[config.mk]
export PLATFORM = sky130hd
export DESIGN_NAME = occupancy_zone_relay_controller
export DESIGN_NICKNAME = d
export VERILOG_FILES = /design/src/rtl/ozrc_pkg.sv /design/src/rtl/ozrc_scaler.sv /design/src/rtl/occupancy_zone_relay_controller.sv
export SDC_FILE = /design/constraint.sdc
export NUM_CORES = 2
export LEC_CHECK = 0
export ABC_AREA = 1
export ABC_CLOCK_PERIOD_IN_PS = 9840
export BUFFER_PORTS_ARGS = -buffer_cell sky130_fd_sc_hd__buf_4
export CAP_MARGIN = 10
export CORE_ASPECT_RATIO = 1.2
export CORE_MARGIN = 2
export CORE_UTILIZATION = 40
export CTS_BUF_LIST = sky130_fd_sc_hd__clkbuf_8 sky130_fd_sc_hd__clkbuf_16
export CTS_CLUSTER_DIAMETER = 60
export DETAILED_ROUTE_END_ITERATION = 8
export SLEW_MARGIN = 5
export SYNTH_ARGS = -nofsm -noshare
export SYNTH_HDL_FRONTEND = slang
export SYNTH_SLANG_ARGS = --single-unit
export TNS_END_PERCENT = 5
[constraint.sdc]
create_clock -name clk -period 9.84 [get_ports clk]
set_input_delay 1.968 -clock clk [delete_from_list [all_inputs] [get_ports clk]]
set_output_delay 1.968 -clock clk [all_outputs]
set_load 0.02 [all_outputs]
[src/rtl/ozrc_pkg.sv]
// ----------------------------------------------------------------------------
// ozrc_pkg
// shared constants and types for the occupancy zone relay controller
// ----------------------------------------------------------------------------
package ozrc_pkg;

	localparam int ZONE_COUNT  = 8;
	localparam int RELAY_COUNT = 8;
	localparam int COORD_BITS  = 12;
	localparam int ZIDX_BITS   = 3;
	localparam int MS_PER_S    = 1000;

	localparam logic [1:0] OP_LOAD   = 2'd0;
	localparam logic [1:0] OP_DETECT = 2'd1;
	localparam logic [1:0] OP_FRAME  = 2'd2;
	localparam logic [1:0] OP_ESTOP  = 2'd3;

	localparam logic [1:0] REG_FRAME_W = 2'd0;
	localparam logic [1:0] REG_FRAME_H = 2'd1;
	localparam logic [1:0] REG_POLARITY = 2'd2;

	typedef enum logic [4:0] {
		ST_IDLE  = 5'b00001,
		ST_SCALE = 5'b00010,
		ST_WALK  = 5'b00100,
		ST_DROP  = 5'b01000,
		ST_OUT   = 5'b10000
	} state_t;

	// one zone table entry
	typedef struct packed {
		logic [COORD_BITS-1:0] left;
		logic [COORD_BITS-1:0] top;
		logic [COORD_BITS-1:0] wide;
		logic [COORD_BITS-1:0] tall;
		logic [11:0]           timeout;
		logic [RELAY_COUNT-1:0] relays;
	} zone_t;

	function automatic logic [COORD_BITS-1:0] sat_coord(input logic [15:0] v);
		if (v > 16'((1 << COORD_BITS) - 1))
			return COORD_BITS'((1 << COORD_BITS) - 1);
		return v[COORD_BITS-1:0];
	endfunction

endpackage

[src/rtl/ozrc_scaler.sv]
// ----------------------------------------------------------------------------
// ozrc_scaler
// shared multiplier: one q0.16 fraction times frame size per cycle
// ----------------------------------------------------------------------------
module ozrc_scaler (
	input  logic        clk,
	input  logic [15:0] frac,
	input  logic [11:0] size,
	output logic [11:0] scaled_q
);
	logic [27:0] prod;

	assign prod = 28'(frac) * 28'(size);

	always_ff @(posedge clk) begin
		scaled_q <= prod[27:16];
	end
endmodule

[src/rtl/occupancy_zone_relay_controller.sv]
// load and detection give no result; frame end and emergency stop give one
// throughput: one item at a time; detection scaling reuses one 16x12 multiplier
// for four products, the detection walk takes one zone a cycle, and the frame end
// walk takes one zone a cycle but pauses for a drop step on each zone that expires
// reset clears the zone flags and relays and sets the config registers to 640, 480, high
module occupancy_zone_relay_controller (
	input  logic         clk,
	input  logic         arst_n,
	input  logic         psel,
	input  logic         penable,
	input  logic         pwrite,
	input  logic [3:0]   paddr,
	input  logic [31:0]  pwdata,
	output logic [31:0]  prdata,
	output logic         pready,
	input  logic         s_axis_tvalid,
	output logic         s_axis_tready,
	// zone_index, x, y, w, h, timeout_s, relay_mask, zone_enable, now_ms
	input  logic [119:0] s_axis_tdata,
	// opcode
	input  logic [1:0]   s_axis_tuser,
	output logic         m_axis_tvalid,
	input  logic         m_axis_tready,
	// relay_on_mask, pin_levels, zone_active_mask, zone_hit_mask
	output logic [31:0]  m_axis_tdata
);
	localparam int ZN = ozrc_pkg::ZONE_COUNT;
	localparam int RN = ozrc_pkg::RELAY_COUNT;
	localparam int CB = ozrc_pkg::COORD_BITS;
	localparam int IB = ozrc_pkg::ZIDX_BITS;

	logic [11:0] frame_w_q, frame_h_q;
	logic        pol_q;

	ozrc_pkg::state_t state_q;
	ozrc_pkg::zone_t  zone_q [ZN];
	logic [31:0]      seen_q [ZN];
	logic [ZN-1:0]    valid_q, active_q, hits_q, rep_hits_q;
	logic [RN-1:0]    relay_q;
	logic [IB:0]      idx_q;
	logic [1:0]       op_q;
	logic [31:0]      now_q;
	logic [15:0]      box_q [4];
	logic [CB-1:0]    dbox_q [4];
	logic [RN-1:0]    kept_q;

	// input fields
	logic [1:0]  in_op;
	logic [2:0]  in_zi;
	logic [15:0] in_x, in_y, in_w, in_h;
	logic [11:0] in_to;
	logic [7:0]  in_rm;
	logic        in_en;
	logic [31:0] in_now;
	assign in_op  = s_axis_tuser;
	assign in_zi  = s_axis_tdata[2:0];
	assign in_x   = s_axis_tdata[18:3];
	assign in_y   = s_axis_tdata[34:19];
	assign in_w   = s_axis_tdata[50:35];
	assign in_h   = s_axis_tdata[66:51];
	assign in_to  = s_axis_tdata[78:67];
	assign in_rm  = s_axis_tdata[86:79];
	assign in_en  = s_axis_tdata[87];
	assign in_now = s_axis_tdata[119:88];

	logic in_fire, out_fire, cfg_wr;
	assign in_fire  = s_axis_tvalid && s_axis_tready;
	assign out_fire = m_axis_tvalid && m_axis_tready;
	assign s_axis_tready = (state_q == ozrc_pkg::ST_IDLE);
	assign pready = 1'b1;
	assign cfg_wr = psel && penable && pwrite && pready;

	always_comb begin
		unique case (paddr[3:2])
			ozrc_pkg::REG_FRAME_W:  prdata = {20'd0, frame_w_q};
			ozrc_pkg::REG_FRAME_H:  prdata = {20'd0, frame_h_q};
			ozrc_pkg::REG_POLARITY: prdata = {31'd0, pol_q};
			default:                prdata = 32'd0;
		endcase
	end

	// shared multiplier, step index selects operand
	logic [1:0]  sc_sel;
	logic [11:0] sc_out;
	assign sc_sel = idx_q[1:0];
	ozrc_scaler u_scaler (
		.clk      (clk),
		.frac     (box_q[sc_sel]),
		.size     (sc_sel[0] ? frame_h_q : frame_w_q),
		.scaled_q (sc_out)
	);

	// current zone of the walk
	logic [IB-1:0]  zi;
	ozrc_pkg::zone_t cz;
	logic [CB:0]    dx_w, dy_h, zl_w, zt_h;
	logic           overlap;
	logic [31:0]    elapsed, limit;
	logic           expire;
	assign zi = idx_q[IB-1:0];
	assign cz = zone_q[zi];
	assign dx_w = {1'b0, dbox_q[0]} + {1'b0, dbox_q[2]};
	assign dy_h = {1'b0, dbox_q[1]} + {1'b0, dbox_q[3]};
	assign zl_w = {1'b0, cz.left} + {1'b0, cz.wide};
	assign zt_h = {1'b0, cz.top} + {1'b0, cz.tall};
	assign overlap = ({1'b0, dbox_q[0]} < zl_w) && (dx_w > {1'b0, cz.left})
		&& ({1'b0, dbox_q[1]} < zt_h) && (dy_h > {1'b0, cz.top});
	assign elapsed = now_q - seen_q[zi];
	assign limit = 32'(cz.timeout) * 32'(ozrc_pkg::MS_PER_S);
	assign expire = valid_q[zi] && !hits_q[zi] && active_q[zi] && (elapsed >= limit);

	// relays still used by other active zones
	logic [RN-1:0] kept;
	always_comb begin
		kept = '0;
		for (int j = 0; j < ZN; j++)
			if (IB'(j) != zi && valid_q[j] && active_q[j])
				kept |= zone_q[j].relays;
	end

	always_ff @(posedge clk or negedge arst_n) begin
		if (!arst_n) begin
			frame_w_q <= 12'd640;
			frame_h_q <= 12'd480;
			pol_q <= 1'b1;
		end else if (cfg_wr) begin
			unique case (paddr[3:2])
				ozrc_pkg::REG_FRAME_W:  frame_w_q <= pwdata[11:0];
				ozrc_pkg::REG_FRAME_H:  frame_h_q <= pwdata[11:0];
				ozrc_pkg::REG_POLARITY: pol_q <= pwdata[0];
				default: ;
			endcase
		end
	end

	always_ff @(posedge clk) begin
		if (in_fire) begin
			op_q <= in_op;
			now_q <= in_now;
			box_q[0] <= in_x;
			box_q[1] <= in_y;
			box_q[2] <= in_w;
			box_q[3] <= in_h;
		end
		if (in_fire && in_op == ozrc_pkg::OP_LOAD) begin
			zone_q[in_zi].left <= ozrc_pkg::sat_coord(in_x);
			zone_q[in_zi].top <= ozrc_pkg::sat_coord(in_y);
			zone_q[in_zi].wide <= ozrc_pkg::sat_coord(in_w);
			zone_q[in_zi].tall <= ozrc_pkg::sat_coord(in_h);
			zone_q[in_zi].timeout <= in_to;
			zone_q[in_zi].relays <= in_rm;
		end
		// scaled value arrives in the cycle after its step
		if (state_q == ozrc_pkg::ST_SCALE && idx_q != '0)
			dbox_q[2'(idx_q - 1'b1)] <= sc_out;
		if (state_q == ozrc_pkg::ST_WALK)
			kept_q <= kept;
	end

	always_ff @(posedge clk or negedge arst_n) begin
		if (!arst_n) begin
			state_q <= ozrc_pkg::ST_IDLE;
			valid_q <= '0;
			active_q <= '0;
			hits_q <= '0;
			rep_hits_q <= '0;
			relay_q <= '0;
			idx_q <= '0;
			m_axis_tvalid <= 1'b0;
			for (int k = 0; k < ZN; k++)
				seen_q[k] <= '0;
		end else begin
			unique case (state_q)
				ozrc_pkg::ST_IDLE: begin
					idx_q <= '0;
					if (in_fire) begin
						unique case (in_op)
							ozrc_pkg::OP_LOAD: begin
								valid_q[in_zi] <= in_en;
								active_q[in_zi] <= 1'b0;
								hits_q[in_zi] <= 1'b0;
							end
							ozrc_pkg::OP_DETECT: state_q <= ozrc_pkg::ST_SCALE;
							ozrc_pkg::OP_FRAME: state_q <= ozrc_pkg::ST_WALK;
							ozrc_pkg::OP_ESTOP: begin
								relay_q <= '0;
								active_q <= '0;
								hits_q <= '0;
								rep_hits_q <= '0;
								state_q <= ozrc_pkg::ST_OUT;
								m_axis_tvalid <= 1'b1;
							end
							default: ;
						endcase
					end
				end
				ozrc_pkg::ST_SCALE: begin
					if (idx_q == (IB+1)'(4)) begin
						idx_q <= '0;
						state_q <= ozrc_pkg::ST_WALK;
					end else
						idx_q <= idx_q + 1'b1;
				end
				ozrc_pkg::ST_WALK: begin
					if (op_q == ozrc_pkg::OP_DETECT) begin
						if (valid_q[zi] && overlap)
							hits_q[zi] <= 1'b1;
					end else if (valid_q[zi] && hits_q[zi]) begin
						active_q[zi] <= 1'b1;
						seen_q[zi] <= now_q;
						relay_q <= relay_q | cz.relays;
					end
					if (op_q == ozrc_pkg::OP_FRAME && expire) begin
						active_q[zi] <= 1'b0;
						state_q <= ozrc_pkg::ST_DROP;
					end else if (idx_q == (IB+1)'(ZN - 1)) begin
						idx_q <= '0;
						if (op_q == ozrc_pkg::OP_FRAME) begin
							rep_hits_q <= hits_q;
							hits_q <= '0;
							state_q <= ozrc_pkg::ST_OUT;
							m_axis_tvalid <= 1'b1;
						end else
							state_q <= ozrc_pkg::ST_IDLE;
					end else
						idx_q <= idx_q + 1'b1;
				end
				ozrc_pkg::ST_DROP: begin
					relay_q <= relay_q & ~(cz.relays & ~kept_q);
					if (idx_q == (IB+1)'(ZN - 1)) begin
						idx_q <= '0;
						rep_hits_q <= hits_q;
						hits_q <= '0;
						state_q <= ozrc_pkg::ST_OUT;
						m_axis_tvalid <= 1'b1;
					end else begin
						idx_q <= idx_q + 1'b1;
						state_q <= ozrc_pkg::ST_WALK;
					end
				end
				ozrc_pkg::ST_OUT: begin
					if (out_fire) begin
						m_axis_tvalid <= 1'b0;
						state_q <= ozrc_pkg::ST_IDLE;
					end
				end
				default: state_q <= ozrc_pkg::ST_IDLE;
			endcase
		end
	end

	assign m_axis_tdata = {rep_hits_q, active_q, pol_q ? relay_q : ~relay_q, relay_q};

	ast_ready_idle: assert property (@(posedge clk) disable iff (!arst_n)
		s_axis_tready |-> !m_axis_tvalid)
		else $error("ready while a result is pending");
	ast_idx_range: assert property (@(posedge clk) disable iff (!arst_n)
		(state_q == ozrc_pkg::ST_WALK) |-> idx_q < (IB+1)'(ZN))
		else $error("walk index out of range");
	ast_out_hold: assert property (@(posedge clk) disable iff (!arst_n)
		m_axis_tvalid && !m_axis_tready |=> $stable(m_axis_tdata))
		else $error("result changed while stalled");
	ast_active_valid: assert property (@(posedge clk) disable iff (!arst_n)
		$rose(m_axis_tvalid) |-> ((active_q & ~valid_q) == '0))
		else $error("active zone without valid entry");
endmodule
After elaboration in Yosys (flattened, before gate mapping)

Memories as Yosys holds them, arrays and structs flattened.
Cells that the tools add are included.

Bits in registers: 385
Bits in latches: 0
Bits in writable memories: 656
Bits in read-only memories: 0
Logic and storage cells: 262
Memories: 3

Memories:

| name   | words | width | read ports | clocked after memory_dff | write ports | RTL line                              | source |
|---|---|---|---|---|---|---|---|
| zone_q | 8     | 68    | 9          | 0                        | 1           | occupancy_zone_relay_controller.sv:36 | `ozrc_pkg::zone_t zone_q [ZN];` |
| box_q  | 4     | 16    | 1          | 0                        | 4           | occupancy_zone_relay_controller.sv:43 | `logic [15:0] box_q [4];` |
| dbox_q | 4     | 12    | 4          | 0                        | 1           | occupancy_zone_relay_controller.sv:44 | `logic [CB-1:0] dbox_q [4];` |

Add/subtract/negate cells: 7
Multiply operators: 2
Div/mod/pow operators: 0
$lt $le $gt $ge: 15
Equality and inequality tests: 34
Shifts and indexed selects: 0
Multiplexer cells: 101
Bitwise logic cells: 22
Reduce and logical (&&, ||, !) cells: 55

Operators by type and width:

| kind                                                             | count |
|---|---|
| bitwise mux 256 bit                                              | 1 |
| two-way mux 8 bit                                                | 29 |
| two-way mux 12 bit                                               | 13 |
| binary-select mux 32 bit (select 3 bit)                          | 1 |
| demux 32 bit (select 3 bit)                                      | 1 |
| two-way mux 32 bit                                               | 3 |
| bitwise OR 8 bit                                                 | 10 |
| one-hot mux 8 bit (3 select lines)                               | 3 |
| greater-than comparator 16 x 12 -> 1 bit (second input constant) | 4 |
| adder 12 x 12 -> 13 bit                                          | 4 |
| one-hot mux 8 bit (2 select lines)                               | 3 |
| AND 8 bit                                                        | 5 |
| inverter 8 bit                                                   | 5 |
| one-hot mux 12 bit (3 select lines)                              | 1 |
| two-way mux 5 bit                                                | 7 |
| logical AND 1 bit                                                | 34 |
| >= comparator 32 x 22 -> 1 bit                                   | 1 |
| subtractor 32 bit                                                | 1 |
| multiplier 16 x 12 -> 28 bit                                     | 1 |
| greater-than comparator 13 x 12 -> 1 bit                         | 2 |
| less-than comparator 12 x 13 -> 1 bit                            | 2 |
| two-way mux 1 bit                                                | 26 |
| one-hot mux 5 bit (5 select lines)                               | 1 |
| multiplier 12 x 7 -> 19 bit (second input constant)              | 1 |
| 41 further kinds                                                 | 77 |

Longest topological paths before layout

Word-level depth: 18
Gate-level depth with buffers: 42

By module

From an unflattened synthesis, not the netlist that was laid out.

Cells, all modules: 5399
Area total of the unflattened synthesis: 55156.6 um^2

Modules (own cells, without submodules):

| module                          | times used | cells an instance | area an instance (um^2) | sequential area each (um^2) |
|---|---|---|---|---|
| occupancy_zone_relay_controller | 1          | 4496              | 48607.9                 | 29253.1 |
| ozrc_scaler                     | 1          | 903               | 6548.8                  | 240.2 |

Least setup slack after synthesis

No wires, ideal clock.

Path type: input to register
Start point: in s_axis_tvalid
End point: mem zone_q[1][0] in the netlist's numbering (enable)
Data arrival time: 10.219 ns
Path slack: -0.876 ns
Cell stages on the path: 4
Cells stage by stage: inv_1 -> nor2_1 -> nand2_1 -> nor2_1

Cells in the longest elaborated chain, start to end: 4

Ends and longest elaborated chain:

| what                                    | RTL line                               | source |
|---|---|---|
| start, declared                         | occupancy_zone_relay_controller.sv:16  | `input logic s_axis_tvalid,` |
| logical AND 1 bit                       | occupancy_zone_relay_controller.sv:67  | `assign in_fire = s_axis_tvalid && s_axis_tready;` |
| via in_fire                             | occupancy_zone_relay_controller.sv:66  | `logic in_fire, out_fire, cfg_wr;` |
| logical AND 1 bit                       | occupancy_zone_relay_controller.sv:145 | `if (in_fire && in_op == ozrc_pkg::OP_LOAD) begin` |
| two-way mux 1 bit                       | occupancy_zone_relay_controller.sv:145 |  |
| two-way mux 1 bit (implied by the code) | occupancy_zone_relay_controller.sv:151 | `zone_q[in_zi].relays <= in_rm;` |
| end, declared                           | occupancy_zone_relay_controller.sv:36  |  |

The timed path passes the listed nets, and every way through them passes these cells.

Worst setup path after layout

Start point: reg idx_q[1]
End point: reg idx_q[0]

Cells in the longest elaborated chain, start to end: 10

Ends and longest elaborated chain:

| what                                                         | RTL line                               | source |
|---|---|---|
| start, declared                                              | occupancy_zone_relay_controller.sv:40  | `logic [IB:0] idx_q;` |
| start signal, assigned                                       | occupancy_zone_relay_controller.sv:202 | `idx_q <= idx_q + 1'b1;` |
| start signal, assigned                                       | occupancy_zone_relay_controller.sv:226 | `idx_q <= idx_q + 1'b1;` |
| start signal, assigned                                       | occupancy_zone_relay_controller.sv:237 | `idx_q <= idx_q + 1'b1;` |
| branches (longest 10 deep; another with memory (8 x 68 bit)) | -                                      |  |

Several ways; the timed one is not identified. The select of a mux whose other input is x is not followed.
A chain may end at the register's enable or synchronous reset.

==> reports/qor.yml <==
clock-sinks: 1041
antenna_found_initial: 3
vias: 38600
post_drt_wl_per_cell_um: 21.1
grt_setup_unrepaired: "no"
maxSlewViolCount: 0
drtIter0Drc: 3040
fillCellCount: 12500
synthAdderAreaFrac: 0.128
hold_viol_final: 0
grt_pass1_wl_um: 232000
drc: 0
max_cap_violations: 0
outcome: "finished, final reports clean"
cts_setup_buffers: 0
slowest_delay_ns: 0.57
dp_slack_ns: 1.18
synth_ff_type: "edfxtp_1"
numCtsBuffers: 114
dieWidth_um: 340
setup_viol: 0
place.gp.congestion: 0.936
die_area_mm2: 0.138
crit_type: "reg2reg"
hold_depth: 2
crit_fanout: 28
gr-total-overflow: 0
r2r_cells: 37
layout.nets: 5961
cts_resized: 0
worst_slew_pin_slew_ns: 1.14
syn2layout_area_growth_pct: 13.6
r2r_end: "idx_q[0]"
rr_startpoint: "idx_q[1]"
final.min_clock_period_ns: 8.58
synth_edf_count: 698
required_ns: 10.44
synthArstFlopShare: 0.318
clockBufferDepth: 3
holdCritPathClass: "reg2reg"
critPathMostFrequentCell: "nand2_1"
endpoint_kind: "flop"
cts_tree: "built"
portBuffers: 188
synth-compound-area-share: 0.118
diodes: 0
r2r_slack_ns: 1.26
multi_input_area_mm2: 0.0213
synthMuxAreaShare: 0
path_clk_slew_ns: 0.06
min_to: "hits_q[2]"
grt_pass1_vias: 38600
worstHoldStart: "hits_q[2]"
max_freq_mhz: 117
finalSetupTns_ns: 0
slowest_stage: "dfrtp_1"
die_height_um: 407
setup_slack_ns: 1.26
holdBufCountCts: 0
core_area_mm2: 0.134
via_per_inst: 5.33
track_usage: 0.220
drt-pass1-iter-count: 6
seq_area_frac_synth: 0.545
crit_path_start_kind: "flop"
drtAntennaViolNets: 0
slew_headroom: 0.234
avgSynthCellArea_um2: 10.5
arrival_ns: 9.18
syn_area_mm2: 0.0541
clock_latency_ns: 0.76
grt_max_degree: 80
skew_ns: 0.0568
placement_rows: 147
synthXorXnorAreaFrac: 0.0159
ys.warnings.count: 0
drive_gt1_frac: 0.0939
root_buffer: "clkbuf_16"
synth_cell_types: 64
regArea_mm2: 0.0295
synth-seq-cells: 1041
start_util: 0.403
synth_simple_gate_area_frac: 0.128
syn-instance-count: 5167
h-tree-depth: 3
synth_top_family_by_area: "simple AND/OR/NAND/NOR gates"
fin_crit_sh: 0.872
totalWireLength_um: 153000
io_pins: 232
place.detailed.hpwl_um: 102000
## layer usage
metal / share of wire / routed length (um) / global-route usage / vias up
met5: 0 / 0 / 0 / -
met3: 0.053 / 8090 / 0.0278 / 268
met4: 0.037 / 5630 / 0.0815 / 0
met1: 0.40 / 61600 / 0.273 / 19100
li1: - / - / - / 18000
met2: 0.51 / 77200 / 0.393 / 1234
## sequential cells by signal, summed over array words and instances, names as in the netlist
| register | cells |
|---|---|
| box_q | 64 |
| op_q | 2 |
| hits_q | 8 |
| frame_h_q | 12 |
| u_scaler.scaled_q | 12 |
| active_q | 8 |
| idx_q | 4 |
| now_q | 32 |
| relay_q | 8 |
| seen_q | 256 |
| m_axis_tvalid | 1 |
| rep_hits_q | 8 |
| frame_w_q | 12 |
| state_q | 5 |
| valid_q | 8 |
| zone_q | 544 |
| dbox_q | 48 |
| pol_q | 1 |
| kept_q | 8 |
## cell usage in the layout, fill, tap and decap left out, types with 18 or more instances in the layout
cell	n
xnor2_1	38
nand2_1	1184
nor2_1	218
nor3_1	30
a31oi_1	26
nand3_1	101
xor2_1	60
inv_1	670
a221oi_1	118
clkinv_2	18
ha_1	261
clkbuf_16	116
conb_1	21
nand4_1	85
clkinv_1	27
a22o_1	110
buf_4	252
a22oi_1	67
o21ai_0	405
fa_1	182
a21oi_1	174
o21ai_1	43
edfxtp_1	698
dfrtp_1	322
## cell type report
| cell class | count | area share |
|---|---|---|
| sequential | 1041 | 0.480 |
| tap | 1788 | 0.0364 |
| multi-input combinational | 3262 | 0.346 |
| clock buffer | 127 | 0.0497 |
| timing repair buffer | 254 | 0.0314 |
| clock inverter | 89 | 0.0142 |
| inverter | 680 | 0.0420 |
## how the worst max path moves through the flow
stage / cells past startpoint / to / from
floorplan: 4 / zone_q[1][0] / s_axis_tvalid
global placement: 37 / idx_q[2] / idx_q[0]
detailed placement: 37 / rep_hits_q[7] / idx_q[1]
CTS: 37 / idx_q[0] / idx_q[1]
global route: 38 / idx_q[1] / idx_q[2]
finish: 37 / idx_q[0] / idx_q[1]
## cells in the mapped netlist, drive strengths merged (112+ instances only)
cell    number  share of area
nand2     1195          0.084
edfxtp     698           0.39
inv        668          0.047
o21ai      450          0.042
dfrtp      323           0.15
ha         261          0.060
nor2       231          0.016
fa         182          0.067
a21oi      174          0.016
clkbuf     120         0.0083
a221oi     119          0.019
nand3      112          0.012
## cells by family after synthesis
logic type,Yosys count
AND/OR/NAND/NOR,1678
adder cells (fa/ha/maj),443
flip-flops,1041
buffers and inverters,883
other,2
XOR/XNOR,98
AO/OA/AOI/OAI,1022
## through the flow
| step | utilization | hold slack [ns] | instances | instance area (um^2) |
|---|---|---|---|---|
| after floorplan | - | 0.438 | 5186 | 54200 |
| after global placement | 0.429 | 0.465 | 7025 | 57500 |
| after detailed placement | 0.429 | 0.460 | 7025 | 57500 |
| after CTS | 0.458 | 0.474 | 7241 | 61400 |
| after global routing | 0.458 | 0.498 | 7241 | 61400 |
| final | 0.458 | 0.472 | 7241 | 61400 |
## worst max-delay path, delay by kind of cell, from the launching register on
family | cells | cell delay, ns
adders and majority gates | 6 | 2.65
and+or+nand+nor | 15 | 2.12
AOI/OAI and AO/OA | 8 | 1.51
buffers and inverters | 7 | 1.22
DFF | 1 | 0.57
xor gates and xnor gates | 1 | 0.32
Power is not shown: default switching activity piles up to over one toggle a cycle in this logic, so the estimate is an artifact.
